<file path="src/hdl/log_frame_encoder_unit_macros.svh">
// Assertion macros for the log frame encoder RTL.
`ifndef LOG_FRAME_ENCODER_UNIT_MACROS_SVH
`define LOG_FRAME_ENCODER_UNIT_MACROS_SVH
`ifndef SYNTHESIS
`define LFE_ASSERT_IMP(lbl, clk, rstn, ante, cons) \
	lbl: assert property (@(posedge clk) disable iff (!rstn) (ante) |-> (cons)) \
		else $error("lfe assertion failed");
`define LFE_ASSERT_NEXT(lbl, clk, rstn, ante, cons) \
	lbl: assert property (@(posedge clk) disable iff (!rstn) (ante) |=> (cons)) \
		else $error("lfe assertion failed");
`else
`define LFE_ASSERT_IMP(lbl, clk, rstn, ante, cons)
`define LFE_ASSERT_NEXT(lbl, clk, rstn, ante, cons)
`endif
`endif

</file>
<file path="src/hdl/lfe_pkg.sv">
// Types and constants of the log frame encoder.
package lfe_pkg;

	localparam logic OP_START = 1'b0;
	localparam logic OP_DATA  = 1'b1;

	localparam logic [7:0] SYNC_BYTE_0 = 8'h64;
	localparam logic [7:0] SYNC_BYTE_1 = 8'h62;
	localparam logic [7:0] FRAME_ID    = 8'h00;

	localparam int HDR_BYTES = 6;
	localparam int MAX_BEATS = 8;
	localparam int CNT_W     = 4;

	localparam logic REG_LOG_CLASS = 1'b0;

	typedef struct packed {
		logic        operation;
		logic [15:0] payload_length;
		logic [7:0]  payload_byte;
	} req_beat_t;

	typedef struct packed {
		logic [7:0] frame_byte;
		logic       frame_last;
	} rsp_beat_t;

	typedef struct packed {
		logic [MAX_BEATS-1:0][7:0] bytes;
		logic [MAX_BEATS-1:0]      last;
		logic [CNT_W-1:0]          count;
	} lfe_plan_t;

endpackage

</file>
<file path="src/hdl/lfe_frame_build.sv">
// Per-item frame logic: next state and the bytes one item emits.
module lfe_frame_build
	import lfe_pkg::*;
#(
	parameter int MAX_PAYLOAD = 120,
	parameter int REM_W = $clog2(MAX_PAYLOAD + 1)
) (
	input  req_beat_t         item,
	input  logic [7:0]        log_class,
	input  logic [REM_W-1:0]  rem_cur,
	input  logic [15:0]       sum_cur,
	output logic [REM_W-1:0]  rem_nxt,
	output logic [15:0]       sum_nxt,
	output lfe_plan_t         plan
);

	localparam logic [15:0] MAX_LEN = 16'(MAX_PAYLOAD);

	logic [15:0]      len_clamp;
	logic [15:0]      hdr_sum;
	logic [15:0]      data_sum;
	logic [REM_W-1:0] rem_dec;

	assign len_clamp = (item.payload_length > MAX_LEN) ? MAX_LEN : item.payload_length;
	assign hdr_sum   = 16'(FRAME_ID) + 16'(log_class) + {8'd0, len_clamp[7:0]}
		+ {8'd0, len_clamp[15:8]};
	assign data_sum  = sum_cur + {8'd0, item.payload_byte};
	assign rem_dec   = rem_cur - REM_W'(1);

	always_comb begin
		plan    = '0;
		rem_nxt = rem_cur;
		sum_nxt = sum_cur;
		unique case (item.operation)
			OP_START: begin
				plan.bytes[0] = SYNC_BYTE_0;
				plan.bytes[1] = SYNC_BYTE_1;
				plan.bytes[2] = FRAME_ID;
				plan.bytes[3] = log_class;
				plan.bytes[4] = len_clamp[7:0];
				plan.bytes[5] = len_clamp[15:8];
				plan.bytes[6] = hdr_sum[7:0];
				plan.bytes[7] = hdr_sum[15:8];
				plan.last[7]  = 1'b1;
				plan.count    = (len_clamp == 16'd0) ? CNT_W'(MAX_BEATS) : CNT_W'(HDR_BYTES);
				sum_nxt       = hdr_sum;
				rem_nxt       = REM_W'(len_clamp);
			end
			OP_DATA: begin
				if (rem_cur != '0) begin
					plan.bytes[0] = item.payload_byte;
					plan.bytes[1] = data_sum[7:0];
					plan.bytes[2] = data_sum[15:8];
					plan.last[2]  = 1'b1;
					plan.count    = (rem_dec == '0) ? CNT_W'(3) : CNT_W'(1);
					sum_nxt       = data_sum;
					rem_nxt       = rem_dec;
				end
			end
			default: begin
				plan = '0;
			end
		endcase
	end

endmodule

</file>
<file path="src/hdl/log_frame_encoder_unit.sv">
// Log frame encoder top level: config register, frame state and byte serializer.
//
//  channel  dir  handshake              payload
//  req      in   req_valid/req_stall    req_beat_t (operation, length, byte)
//  rsp      out  rsp_valid/rsp_stall    rsp_beat_t (frame_byte, frame_last)
//  cfg      in   APB psel/penable       log_class at byte address 0
//
// A data beat emits its byte in the cycle after acceptance: one item per cycle while rsp is not stalled.
// With rsp flowing, a start item or a closing data item stalls req until its bytes drain;
// the number of beats the item emits sets how long req stays stalled.
// The next item is taken in the cycle the last buffered byte leaves.
// Reset clears frame state, class and buffer count; no clearing pass.
// rsp_stall holds the buffer and stalls req while any byte waits.
`include "log_frame_encoder_unit_macros.svh"
module log_frame_encoder_unit
	import lfe_pkg::*;
#(
	parameter int MAX_PAYLOAD = 120
) (
	input  logic        clk,
	input  logic        arst_n,
	input  logic        req_valid,
	output logic        req_stall,
	input  req_beat_t   req,
	output logic        rsp_valid,
	input  logic        rsp_stall,
	output rsp_beat_t   rsp,
	input  logic        psel,
	input  logic        penable,
	input  logic        pwrite,
	input  logic [2:0]  paddr,
	input  logic [31:0] pwdata,
	output logic [31:0] prdata,
	output logic        pready
);

	localparam int REM_W = $clog2(MAX_PAYLOAD + 1);

	logic [7:0]       class_q;
	logic [REM_W-1:0] rem_q;
	logic [15:0]      sum_q;
	logic [CNT_W-1:0] cnt_q;
	logic [7:0]       buf_q [MAX_BEATS];
	logic             last_q [MAX_BEATS];

	logic [REM_W-1:0] rem_nxt;
	logic [15:0]      sum_nxt;
	lfe_plan_t        plan;
	logic             req_take;
	logic             rsp_take;

	assign pready = 1'b1;
	assign prdata = (paddr[2] == REG_LOG_CLASS) ? {24'd0, class_q} : 32'd0;

	always_ff @(posedge clk or negedge arst_n) begin
		if (!arst_n) begin
			class_q <= '0;
		end else if (psel && penable && pwrite && paddr[2] == REG_LOG_CLASS) begin
			class_q <= pwdata[7:0];
		end
	end

	lfe_frame_build #(
		.MAX_PAYLOAD(MAX_PAYLOAD),
		.REM_W(REM_W)
	) u_build (
		.item(req),
		.log_class(class_q),
		.rem_cur(rem_q),
		.sum_cur(sum_q),
		.rem_nxt(rem_nxt),
		.sum_nxt(sum_nxt),
		.plan(plan)
	);

	assign rsp_valid      = (cnt_q != '0);
	assign rsp_take       = rsp_valid && !rsp_stall;
	assign req_stall      = !((cnt_q == '0) || (cnt_q == CNT_W'(1) && rsp_take));
	assign req_take       = req_valid && !req_stall;
	assign rsp.frame_byte = buf_q[0];
	assign rsp.frame_last = last_q[0];

	always_ff @(posedge clk or negedge arst_n) begin
		if (!arst_n) begin
			rem_q <= '0;
			sum_q <= '0;
			cnt_q <= '0;
		end else if (req_take) begin
			rem_q <= rem_nxt;
			sum_q <= sum_nxt;
			cnt_q <= plan.count;
		end else if (rsp_take) begin
			cnt_q <= cnt_q - CNT_W'(1);
		end
	end

	always_ff @(posedge clk) begin
		if (req_take) begin
			for (int i = 0; i < MAX_BEATS; i++) begin
				buf_q[i]  <= plan.bytes[i];
				last_q[i] <= plan.last[i];
			end
		end else if (rsp_take) begin
			for (int i = 0; i < MAX_BEATS - 1; i++) begin
				buf_q[i]  <= buf_q[i+1];
				last_q[i] <= last_q[i+1];
			end
		end
	end

	`LFE_ASSERT_IMP(a_take_when_drained, clk, arst_n, req_valid && !req_stall, cnt_q <= CNT_W'(1))
	`LFE_ASSERT_IMP(a_last_is_final, clk, arst_n, rsp_valid && rsp.frame_last, cnt_q == CNT_W'(1))
	`LFE_ASSERT_NEXT(a_burst_continues, clk, arst_n, rsp_take && cnt_q > CNT_W'(1), rsp_valid)
	`LFE_ASSERT_IMP(a_rem_bounded, clk, arst_n, 1'b1, rem_q <= REM_W'(MAX_PAYLOAD))

endmodule
</file>
<file path="config.mk">
export PLATFORM = sky130hd
export DESIGN_NAME = log_frame_encoder_unit
export DESIGN_NICKNAME = d
export VERILOG_FILES = /design/src/hdl/lfe_pkg.sv /design/src/hdl/lfe_frame_build.sv /design/src/hdl/log_frame_encoder_unit.sv
export VERILOG_INCLUDE_DIRS = /design/src /design/src/hdl
export SDC_FILE = /design/constraint.sdc
export NUM_CORES = 1
export LEC_CHECK = 0
export BUFFER_PORTS_ARGS = -buffer_cell sky130_fd_sc_hd__clkbuf_2
export CAP_MARGIN = 10
export CORE_ASPECT_RATIO = 0.6
export CORE_MARGIN = 2
export CORE_UTILIZATION = 50
export DETAILED_ROUTE_END_ITERATION = 12
export PLACE_DENSITY = 0.72
export SLEW_MARGIN = 0
export SYNTH_ARGS = -nofsm -noshare
export SYNTH_HDL_FRONTEND = slang
export SYNTH_HIERARCHICAL = 1
export SYNTH_SLANG_ARGS = --single-unit
</file>
<file path="constraint.sdc">
create_clock -name clk -period 4.15 [get_ports clk]
set_clock_uncertainty 0.05 [all_clocks]
set_input_delay 0.415 -clock clk [delete_from_list [all_inputs] [get_ports clk]]
set_output_delay 0.415 -clock clk [all_outputs]
set_load 0.05 [all_outputs]
</file>
==> flow_summary.yaml, run 1 <==
outcome:
  status: "finished, final reports clean"
floorplan:
  io_pins: 111
  initial_core_util: 0.5055
  core_mm2: 0.01350
  die_h_um: 94.50
  rows: 33
  die_x_um: 154.8
  die_area_mm2: 0.01463
timing:
  final_max_slew_viol_count: 0
  slew_headroom: 0.3347
  hold_viol: 0
  rsz0062_at_grt: "false"
  fin_crit_sh: 0.8729
  max_clock_freq_mhz: 276.1
  fin_crit_ns: 3.622
  setup_viol: 0
  tightestPinTransition_ns: 0.9979
  setup-tns-final_ns: 0
worst_setup_path:
  setup.worst_path.end_class: "register"
  critical_path_class: "primary input to register"
  path_max_fanout: 4
  start_kind: "primary input"
  cp.required_ns: 4.34
  worstPathArrival_ns: 3.81
logic_synthesis:
  yosysUniqueCellTypes: 61
  synth_edf_count: 72
  syn_inst: 594
  ys_seq_elements: 107
  synth-warning-count: 6
  netlist_area_mm2: 0.006825
  postSynth.asyncResetShare: 0.3271
  syn_avg_cell_area_um2: 11.49
  seq_area_frac_synth: 0.4451
  synthFlopType: "edfxtp_1"
route:
  via_count: 4536
  drt_wl_total_mm: 14.65
  dr.first_iter.drc_count: 436
  viasPerCell: 5.445
  drc_errors: 0
  drtAntennaViolNets: 0
  dr.pass1.iters: 4
  wire_per_inst_um: 17.59
global_route:
  antenna_found_initial: 0
  grt_use_total: 0.2126
  grt_pass1_vias: 4625
  grt_max_degree: 55
  grt_overflow_total: 0
  grt_pass1_wl_mm: 23.72
clock_network:
  cts_tree: "yes"
  root_buffer: "clkbuf_16"
  numCtsBuffers: 9
  ctsHoldBuffers: 0
  cts_resized: 0
  clk_pin_slew_ns: 0.08
  ctsLongestPathBuffers: 2
  cts_setup_buffers: 0
  clkLatencyLatePin_ns: 0.35
  cts.sinks: 107
  cts_max_level: 3
finish:
  multi_input_area_mm2: 0.003353
  diodes: 0
  drive_above_1_share: 0.3040
  syn2layout_area_growth_pct: 8.066
  stdcell_area_mm2: 0.007376
  stdcell_count: 833
  final_nets: 750
  fillers: 1179
  seq_area_mm2: 0.003038
flow_run:
  drv_cap: 0
power_and_ir_drop:
  p_leak_nw: 3.200
  vdd_drop_max_uv: 248.0
  powerDensity_mw_per_mm2: 646.6
  combPwrFrac: 0.438
  seqPwrFrac: 0.386
  clkPwrFrac: 0.176
  swShare: 0.3900
  internal-power_w: 0.002909
  power_switching_w: 0.001860
place:
  place_hpwl_mm: 10.47
  port_buffers: 59
  dpl-instance-area_mm2: 0.007091
  place.gp.congestion: 0.8227
  place_inst: 817
hold_path:
  min_path_type: "primary input to asynchronous set/reset pin"
## cells in the final DEF, fill, tap and decap left out, types with 13 or more instances in the layout
cell and n:
clkbuf_2 59, mux2_2 95, conb_1 55, nor2_1 43
nor2b_1 18, edfxtp_1 72, nand2_1 33, inv_1 21
ha_1 22, xor2_1 16, o21ai_0 15, dfrtp_1 35
xnor2_1 13
## cell usage after synthesis, types with 11 or more instances
cell type / n / area [um^2]
a21o_1: 12 / 90.09
a21oi_1: 11 / 55.05
and3_1: 12 / 75.07
buf_4: 61 / 457.9
dfrtp_1: 35 / 875.8
edfxtp_1: 72 / 2162
ha_1: 22 / 275.3
inv_1: 22 / 82.58
mux2_2: 95 / 1070
nand2_1: 33 / 123.9
nor2_1: 43 / 161.4
nor2b_1: 18 / 112.6
o21ai_0: 15 / 75.07
xnor2_1: 13 / 113.9
xor2_1: 16 / 140.1
## worst max-delay path, cell delays in order
cell and delay [ns]:
clkbuf_2 0.08, nor4_1 0.27, nand3_1 0.16, nor2_1 0.36, nand2_1 0.14, xnor2_1 0.14, ha_1 0.29, ha_1 0.23
fa_1 0.40, a211oi_1 0.28, o21bai_1 0.12, a21oi_1 0.18, xor2_1 0.16, nor2_1 0.09, a211o_1 0.23, mux2_2 0.25
## path summary, 6_finish.rpt
kind,start,end,slack (ns),depth (start not counted)
max,req[18],sum_q[7],0.53,16
min,arst_n,class_q[2],0.17,1
max reg2reg,class_q[0],sum_q[7],1.09,10
min reg2reg,buf_q[0][31],buf_q[0][23],0.50,1
max in group asynchronous,arst_n,sum_q[12],3.27,1
min in group clk,pwdata[1],class_q[1],0.24,2
## registers in the layout, indices dropped and copies added, names as in the netlist
name	count
buf_q	64
sum_q	16
class_q	8
last_q	8
rem_q	7
cnt_q	4
## cells by family after synthesis
family,share of synthesized area
AND/OR/NAND/NOR,0.1137
flip-flops,0.4451
multiplexers,0.1611
buffers and inverters,0.09276
AO/OA/AOI/OAI,0.08414
adder cells (fa/ha/maj),0.06379
XOR/XNOR,0.03721
other,0.002199
## power groups by stage
stage               clock network [W]  registers, W  logic [W]
floorplan                           0       0.00178    0.00171
global placement                    0       0.00183    0.00199
detailed placement                  0       0.00186    0.00207
CTS                          0.000854       0.00184    0.00208
global route                 0.000884       0.00188    0.00227
finish                       0.000838       0.00184    0.00209
## per-stage QoR
stage | setup WS [ns] | hold slack (ns) | util | power [W]
2_1_floorplan | 0.4567 | 0.06941 | - | 0.003496
3_3_place_gp | 0.2077 | 0.4731 | 0.5252 | 0.003828
3_5_place_dp | 0.2187 | 0.4839 | 0.5252 | 0.003926
4_1_cts | 0.5616 | 0.2053 | 0.5463 | 0.004774
5_1_grt | 0.1874 | 0.2493 | 0.5463 | 0.005038
6_report | 0.5277 | 0.1732 | 0.5463 | 0.004769
## layer usage
layer  global-route usage  wire length [um]  part of all wire
met1               0.2865              6893              0.47
met3              0.05828              1020             0.070
met4              0.05864               215             0.015
met5                    0                 0                 0
met2               0.3415              6520              0.45
## layout make-up
cell class	count	share of cell area
multi-input combinational	440	0.4546
sequential	107	0.4119
timing repair buffer	71	0.05225
clock buffer	9	0.03053
tap	175	0.02969
inverter	24	0.01289
clock inverter	7	0.008142
(Power assumes the default switching activity.)
==> inputs of run 2 (changes only) <==
--- a/config.mk
+++ b/config.mk
@@ -9,11 +9,11 @@
 export BUFFER_PORTS_ARGS = -buffer_cell sky130_fd_sc_hd__clkbuf_2
 export CAP_MARGIN = 10
 export CORE_ASPECT_RATIO = 0.6
-export CORE_MARGIN = 2
 export CORE_UTILIZATION = 50
 export DETAILED_ROUTE_END_ITERATION = 12
 export PLACE_DENSITY = 0.72
-export SLEW_MARGIN = 0
+export SETUP_SLACK_MARGIN = 0.2
+export SLEW_MARGIN = 40
 export SYNTH_ARGS = -nofsm -noshare
 export SYNTH_HDL_FRONTEND = slang
 export SYNTH_HIERARCHICAL = 1
==> flow_summary.yaml, run 2 (same netlist as run 1, synthesis figures left out) <==
outcome:
  status: "finished, final reports clean"
place:
  place.gp.congestion: 0.8668
  port_buffers: 59
  place_hpwl_mm: 10.44
  place_inst: 808
  dpl-instance-area_mm2: 0.007057
worst_setup_path:
  worst_path_max_delay_cell: "fa_1"
  cp_top_family: "simple AND/OR/NAND/NOR gates"
  critical_path_class: "primary input to register"
  worstPathArrival_ns: 3.77
  cp.required_ns: 4.20
  start_kind: "primary input"
  cp_num_buf_inv: 2
  path_max_fanout: 4
  crit_chain: "clkbuf_2 > nor4_1 > nand3_1 > nor2_1 > nand2_1 > xnor2_1 > ha_1 > ha_1 > fa_1 > buf_4 > a21o_1 > a21oi_1 > xor2_1 > nor2_1 > mux2_2"
  setup.worst_path.end_class: "register"
  max_stage_delay_ns: 0.42
global_route:
  grt_pass1_vias: 4516
  grt_pass1_wl_mm: 23.87
  grt_max_degree: 55
  antenna_found_initial: 0
  grt_overflow_total: 0
  grt_use_total: 0.2215
route:
  viasPerCell: 5.530
  drc_errors: 0
  dr.first_iter.drc_count: 420
  drtAntennaViolNets: 0
  wire_per_inst_um: 18.03
  drt_wl_total_mm: 14.84
  via_count: 4551
  dr.pass1.iters: 5
finish:
  drive_above_1_share: 0.2971
  fin_util: 0.5633
  diodes: 0
  layout_commonest_cell: "mux2_2"
  stdcell_count: 823
  final_nets: 746
  fillers: 1146
  top_regs: "buf_q: 64 flops, sum_q: 16 flops"
  syn2layout_area_growth_pct: 8.048
  largest_register_ffs: 64
  layout_common_cells: "mux2_2 (95), edfxtp_1 (72), clkbuf_2 (58), conb_1 (55), nor2_1 (43)"
  stdcell_area_mm2: 0.007375
  regMostFlops: "buf_q"
timing:
  rsz0062_at_grt: "false"
  setup-tns-final_ns: 0
  final_max_slew_viol_count: 0
  fin_crit_sh: 0.8950
  max_clock_freq_mhz: 269.2
  setup_viol: 0
  tightestPinTransition_ns: 0.8072
  fin_hold_ws_ns: 0.03473
  slew_headroom: 0.4577
  hold_viol: 0
  fin_crit_ns: 3.714
floorplan:
  initial_core_util: 0.5213
  rows: 32
  io_pins: 111
  core_mm2: 0.01309
  die_h_um: 92.50
  die_x_um: 152.8
  die_area_mm2: 0.01414
power_and_ir_drop:
  p_leak_nw: 3.191
  power_switching_w: 0.001842
  combPwrFrac: 0.429
  powerDensity_mw_per_mm2: 657.9
  swShare: 0.3796
  vdd_drop_max_uv: 263.2
  internal-power_w: 0.003010
  clkPwrFrac: 0.192
  seqPwrFrac: 0.379
clock_network:
  clk_pin_slew_ns: 0.07
  ctsHoldBuffers: 0
  cts.sinks: 107
  clkLatencyLatePin_ns: 0.35
  ctsLongestPathBuffers: 2
  cts_resized: 0
  cts_setup_buffers: 0
  numCtsBuffers: 9
  root_buffer: "clkbuf_16"
  cts_max_level: 3
  cts_tree: "yes"
hold_path:
  min_path_type: "primary input to asynchronous set/reset pin"
flow_run:
  drv_cap: 0
[run 2: worst paths after layout]
check                                start            to  slack [ns]  depth (start not counted)
max in group asynchronous           arst_n      sum_q[0]        3.64                          1
worst max register to register  class_q[1]  buf_q[0][53]        0.95                         10
worst min register to register  class_q[5]    class_q[5]        0.49                          1
worst min-delay path                arst_n    class_q[7]        0.03                          1
worst max-delay path               req[18]  buf_q[0][53]        0.44                         15
min in group clk                 pwdata[5]    class_q[5]        0.25                          2
[run 2: worst register-to-register path, stage by stage, from the launching register on]
cell     delay, ns
dfrtp_1       0.51
xnor2_1       0.19
ha_1          0.29
ha_1          0.26
fa_1          0.42
buf_4         0.16
a21o_1        0.14
a21oi_1       0.18
xor2_1        0.37
nor2_1        0.11
mux2_2        0.28
[run 2: layout make-up]
cell class | instances | area (um^2) | share of cell area
flip-flops and latches | 107 | 3038 | 0.4119
clock buffers | 10 | 229.0 | 0.03105
multi-input cells | 440 | 3353 | 0.4547
clock inverters | 5 | 87.58 | 0.01188
inverters | 24 | 96.34 | 0.01306
repair buffers | 67 | 357.8 | 0.04852
well taps | 170 | 212.7 | 0.02884
[run 2: metrics by stage]
step           setup WS (ns)  power [W]
2_1_floorplan         0.4567   0.003496
3_3_place_gp          0.2409   0.003813
3_5_place_dp          0.1771   0.003905
4_1_cts               0.5097   0.004845
5_1_grt               0.2231   0.005113
6_report              0.4358   0.004852
[run 2: metal layers]
metal  track usage  vias to the layer above  wire [um]
li1              -                     2113          -
met1        0.3136                     2247       7095
met2        0.3414                      162       6577
met3       0.04586                       29        872
met4       0.06987                        0        293
met5             0                        -          0
[run 2: power by group through the flow]
stage | registers (W) | clock network (W) | logic, W
final | 0.00184 | 0.000931 | 0.00208
after global routing | 0.00188 | 0.000979 | 0.00225
after CTS | 0.00184 | 0.000944 | 0.00206
after detailed placement | 0.00186 | 0 | 0.00205
after global placement | 0.00183 | 0 | 0.00198
after floorplan | 0.00178 | 0 | 0.00171
==> inputs of run 3 (changes only) <==
--- a/config.mk
+++ b/config.mk
@@ -8,10 +8,12 @@
 export LEC_CHECK = 0
 export BUFFER_PORTS_ARGS = -buffer_cell sky130_fd_sc_hd__clkbuf_2
 export CAP_MARGIN = 10
+export CELL_PAD_IN_SITES_DETAIL_PLACEMENT = 1
+export CELL_PAD_IN_SITES_GLOBAL_PLACEMENT = 1
 export CORE_ASPECT_RATIO = 0.6
-export CORE_UTILIZATION = 50
+export CORE_UTILIZATION = 46
 export DETAILED_ROUTE_END_ITERATION = 12
-export PLACE_DENSITY = 0.72
+export PLACE_DENSITY_LB_ADDON = 0.1
 export SETUP_SLACK_MARGIN = 0.2
 export SLEW_MARGIN = 40
 export SYNTH_ARGS = -nofsm -noshare
==> flow_summary.yaml, run 3 (same netlist as run 1, synthesis figures left out) <==
finish:
  drive_above_1_share: 0.3055
  layout_commonest_cell: "mux2_2"
  largest_register_ffs: 64
  stdcell_count: 856
  fillers: 1601
  regMostFlops: "buf_q"
  top_regs: "buf_q: 64 flops, sum_q: 16 flops"
  diodes: 0
  layout_common_cells: "mux2_2 (95), edfxtp_1 (72), clkbuf_2 (58), conb_1 (55), nor2_1 (42)"
  syn2layout_area_growth_pct: 8.909
  final_nets: 750
worst_setup_path:
  cp_top_family: "adder cells"
  cp-startpoint: "req[23]"
  cp_num_buf_inv: 1
  max_stage_delay_ns: 0.45
  path_max_fanout: 3
  worstReg2RegStart: "class_q[1]"
  setup.worst_path.end_class: "register"
  critical_path_class: "primary input to register"
  worst_path_max_delay_cell: "fa_1"
  worstPathArrival_ns: 3.82
  start_kind: "primary input"
  crit_chain: "clkbuf_2 > nor4_1 > nand3_1 > nor2_2 > nand2_1 > xnor2_1 > ha_1 > ha_1 > fa_1 > a211oi_2 > o21bai_1 > a21oi_1 > xor2_1 > nor2_1 > a211o_1 > mux2_2"
  critPathMostFrequentCell: "ha_1"
  cp.required_ns: 4.35
route:
  viasPerCell: 5.256
  dr.pass1.iters: 4
  via_count: 4499
  drc_errors: 0
  wire_per_inst_um: 19.26
  drtAntennaViolNets: 0
  drt_wl_total_mm: 16.49
  dr.first_iter.drc_count: 235
clock_network:
  numCtsBuffers: 9
  cts_tree: "yes"
  cts_max_level: 3
  cts_setup_buffers: 0
  root_buffer: "clkbuf_16"
  clkLatencyLatePin_ns: 0.35
  cts.sinks: 107
  ctsLongestPathBuffers: 2
  clk_pin_slew_ns: 0.08
power_and_ir_drop:
  powerDensity_mw_per_mm2: 650.1
  vdd_drop_max_uv: 235.0
  p_leak_nw: 3.209
timing:
  hold_viol: 0
  max_clock_freq_mhz: 276.1
  setup_viol: 0
  slew_headroom: 0.4798
  rsz0062_at_grt: "false"
  tightestPinTransition_ns: 0.7792
  setup-tns-final_ns: 0
  final_max_slew_viol_count: 0
  fin_crit_ns: 3.622
  fin_crit_sh: 0.8727
floorplan:
  io_pins: 111
  die_h_um: 96.36
  rows: 34
  initial_core_util: 0.4705
  die_area_mm2: 0.01535
  core_mm2: 0.01451
  die_x_um: 159.3
hold_path:
  min_path_type: "primary input to asynchronous set/reset pin"
global_route:
  grt_overflow_total: 0
  antenna_found_initial: 0
  grt_max_degree: 55
  grt_pass1_vias: 4642
  grt_pass1_wl_mm: 26.12
  grt_use_total: 0.2282
place:
  place_inst: 840
  place_hpwl_mm: 11.84
  place.gp.congestion: 0.8119
  port_buffers: 59
outcome:
  status: "finished, final reports clean"
flow_run:
  drv_cap: 0
==> run 3: cell count changes in the layout (fill, tap and decap cells not counted), sizes merged <==
cell	change
clkinv	+2
bufinv	-2
buf	+4
inv	+2
clkinvlp	-1
==> run 3: report_power, final <==
| group | internal [W] | switching (W) |
|---|---|---|
| Clock | 0.000424 | 0.000437 |
| Combinational | 0.000883 | 0.00124 |
| Sequential | 0.00161 | 0.000231 |
==> run 3: final cells by class <==
cell class	count	area (um^2)	share of cell area
clock inverter	6	62.56	0.008416
timing repair buffer	71	400.4	0.05386
clock buffer	10	229.0	0.03080
tap	198	247.7	0.03333
inverter	24	95.09	0.01279
multi-input combinational	440	3361	0.4521
sequential	107	3038	0.4087
==> run 3: layer usage <==
metal,track usage,part of all wire
met2,0.3615,0.43
met1,0.3233,0.51
met4,0.05208,0.012
met5,0,0
met3,0.04567,0.047
==> run 3: final timing paths <==
kind / depth (start not counted) / slack (ns) / to
worst max-delay path: 16 / 0.53 / sum_q[7]
worst min-delay path: 1 / 0.02 / sum_q[13]
worst max register to register: 11 / 1.02 / sum_q[7]
worst min register to register: 1 / 0.49 / class_q[6]
max in group asynchronous: 1 / 3.65 / sum_q[8]
min in group clk: 2 / 0.24 / class_q[6]
==> run 3: worst reg2reg max path, delay by kind of cell, from the launching register on <==
kind                     cells  cell delay (ns)
AND/OR/NAND/NOR              1             0.13
XOR/XNOR                     2             0.36
AO/OA/AOI/OAI                4             0.77
flip-flops                   1             0.48
multiplexers                 1             0.25
adder cells (fa/ha/maj)      3             0.98
==> run 3: what timing repair did <==
item	CTS	global route
gates resized for setup	0	2
hold buffers	0	0
endpoints found under the setup margin	0	1
==> run 3: per-stage QoR <==
step / instance area [um^2] / util / power [W] / hold slack (ns) / setup slack, ns
after floorplan: 7017 / - / 0.003496 / 0.06941 / 0.4567
after global placement: 7132 / 0.4916 / 0.003891 / 0.4732 / 0.1540
after detailed placement: 7134 / 0.4918 / 0.003969 / 0.4216 / 0.007400
after CTS: 7426 / 0.5119 / 0.004853 / 0.03890 / 0.3584
after global routing: 7433 / 0.5124 / 0.005131 / 0.06022 / 0.2990
final: 7433 / 0.5124 / 0.004832 / 0.02497 / 0.5283
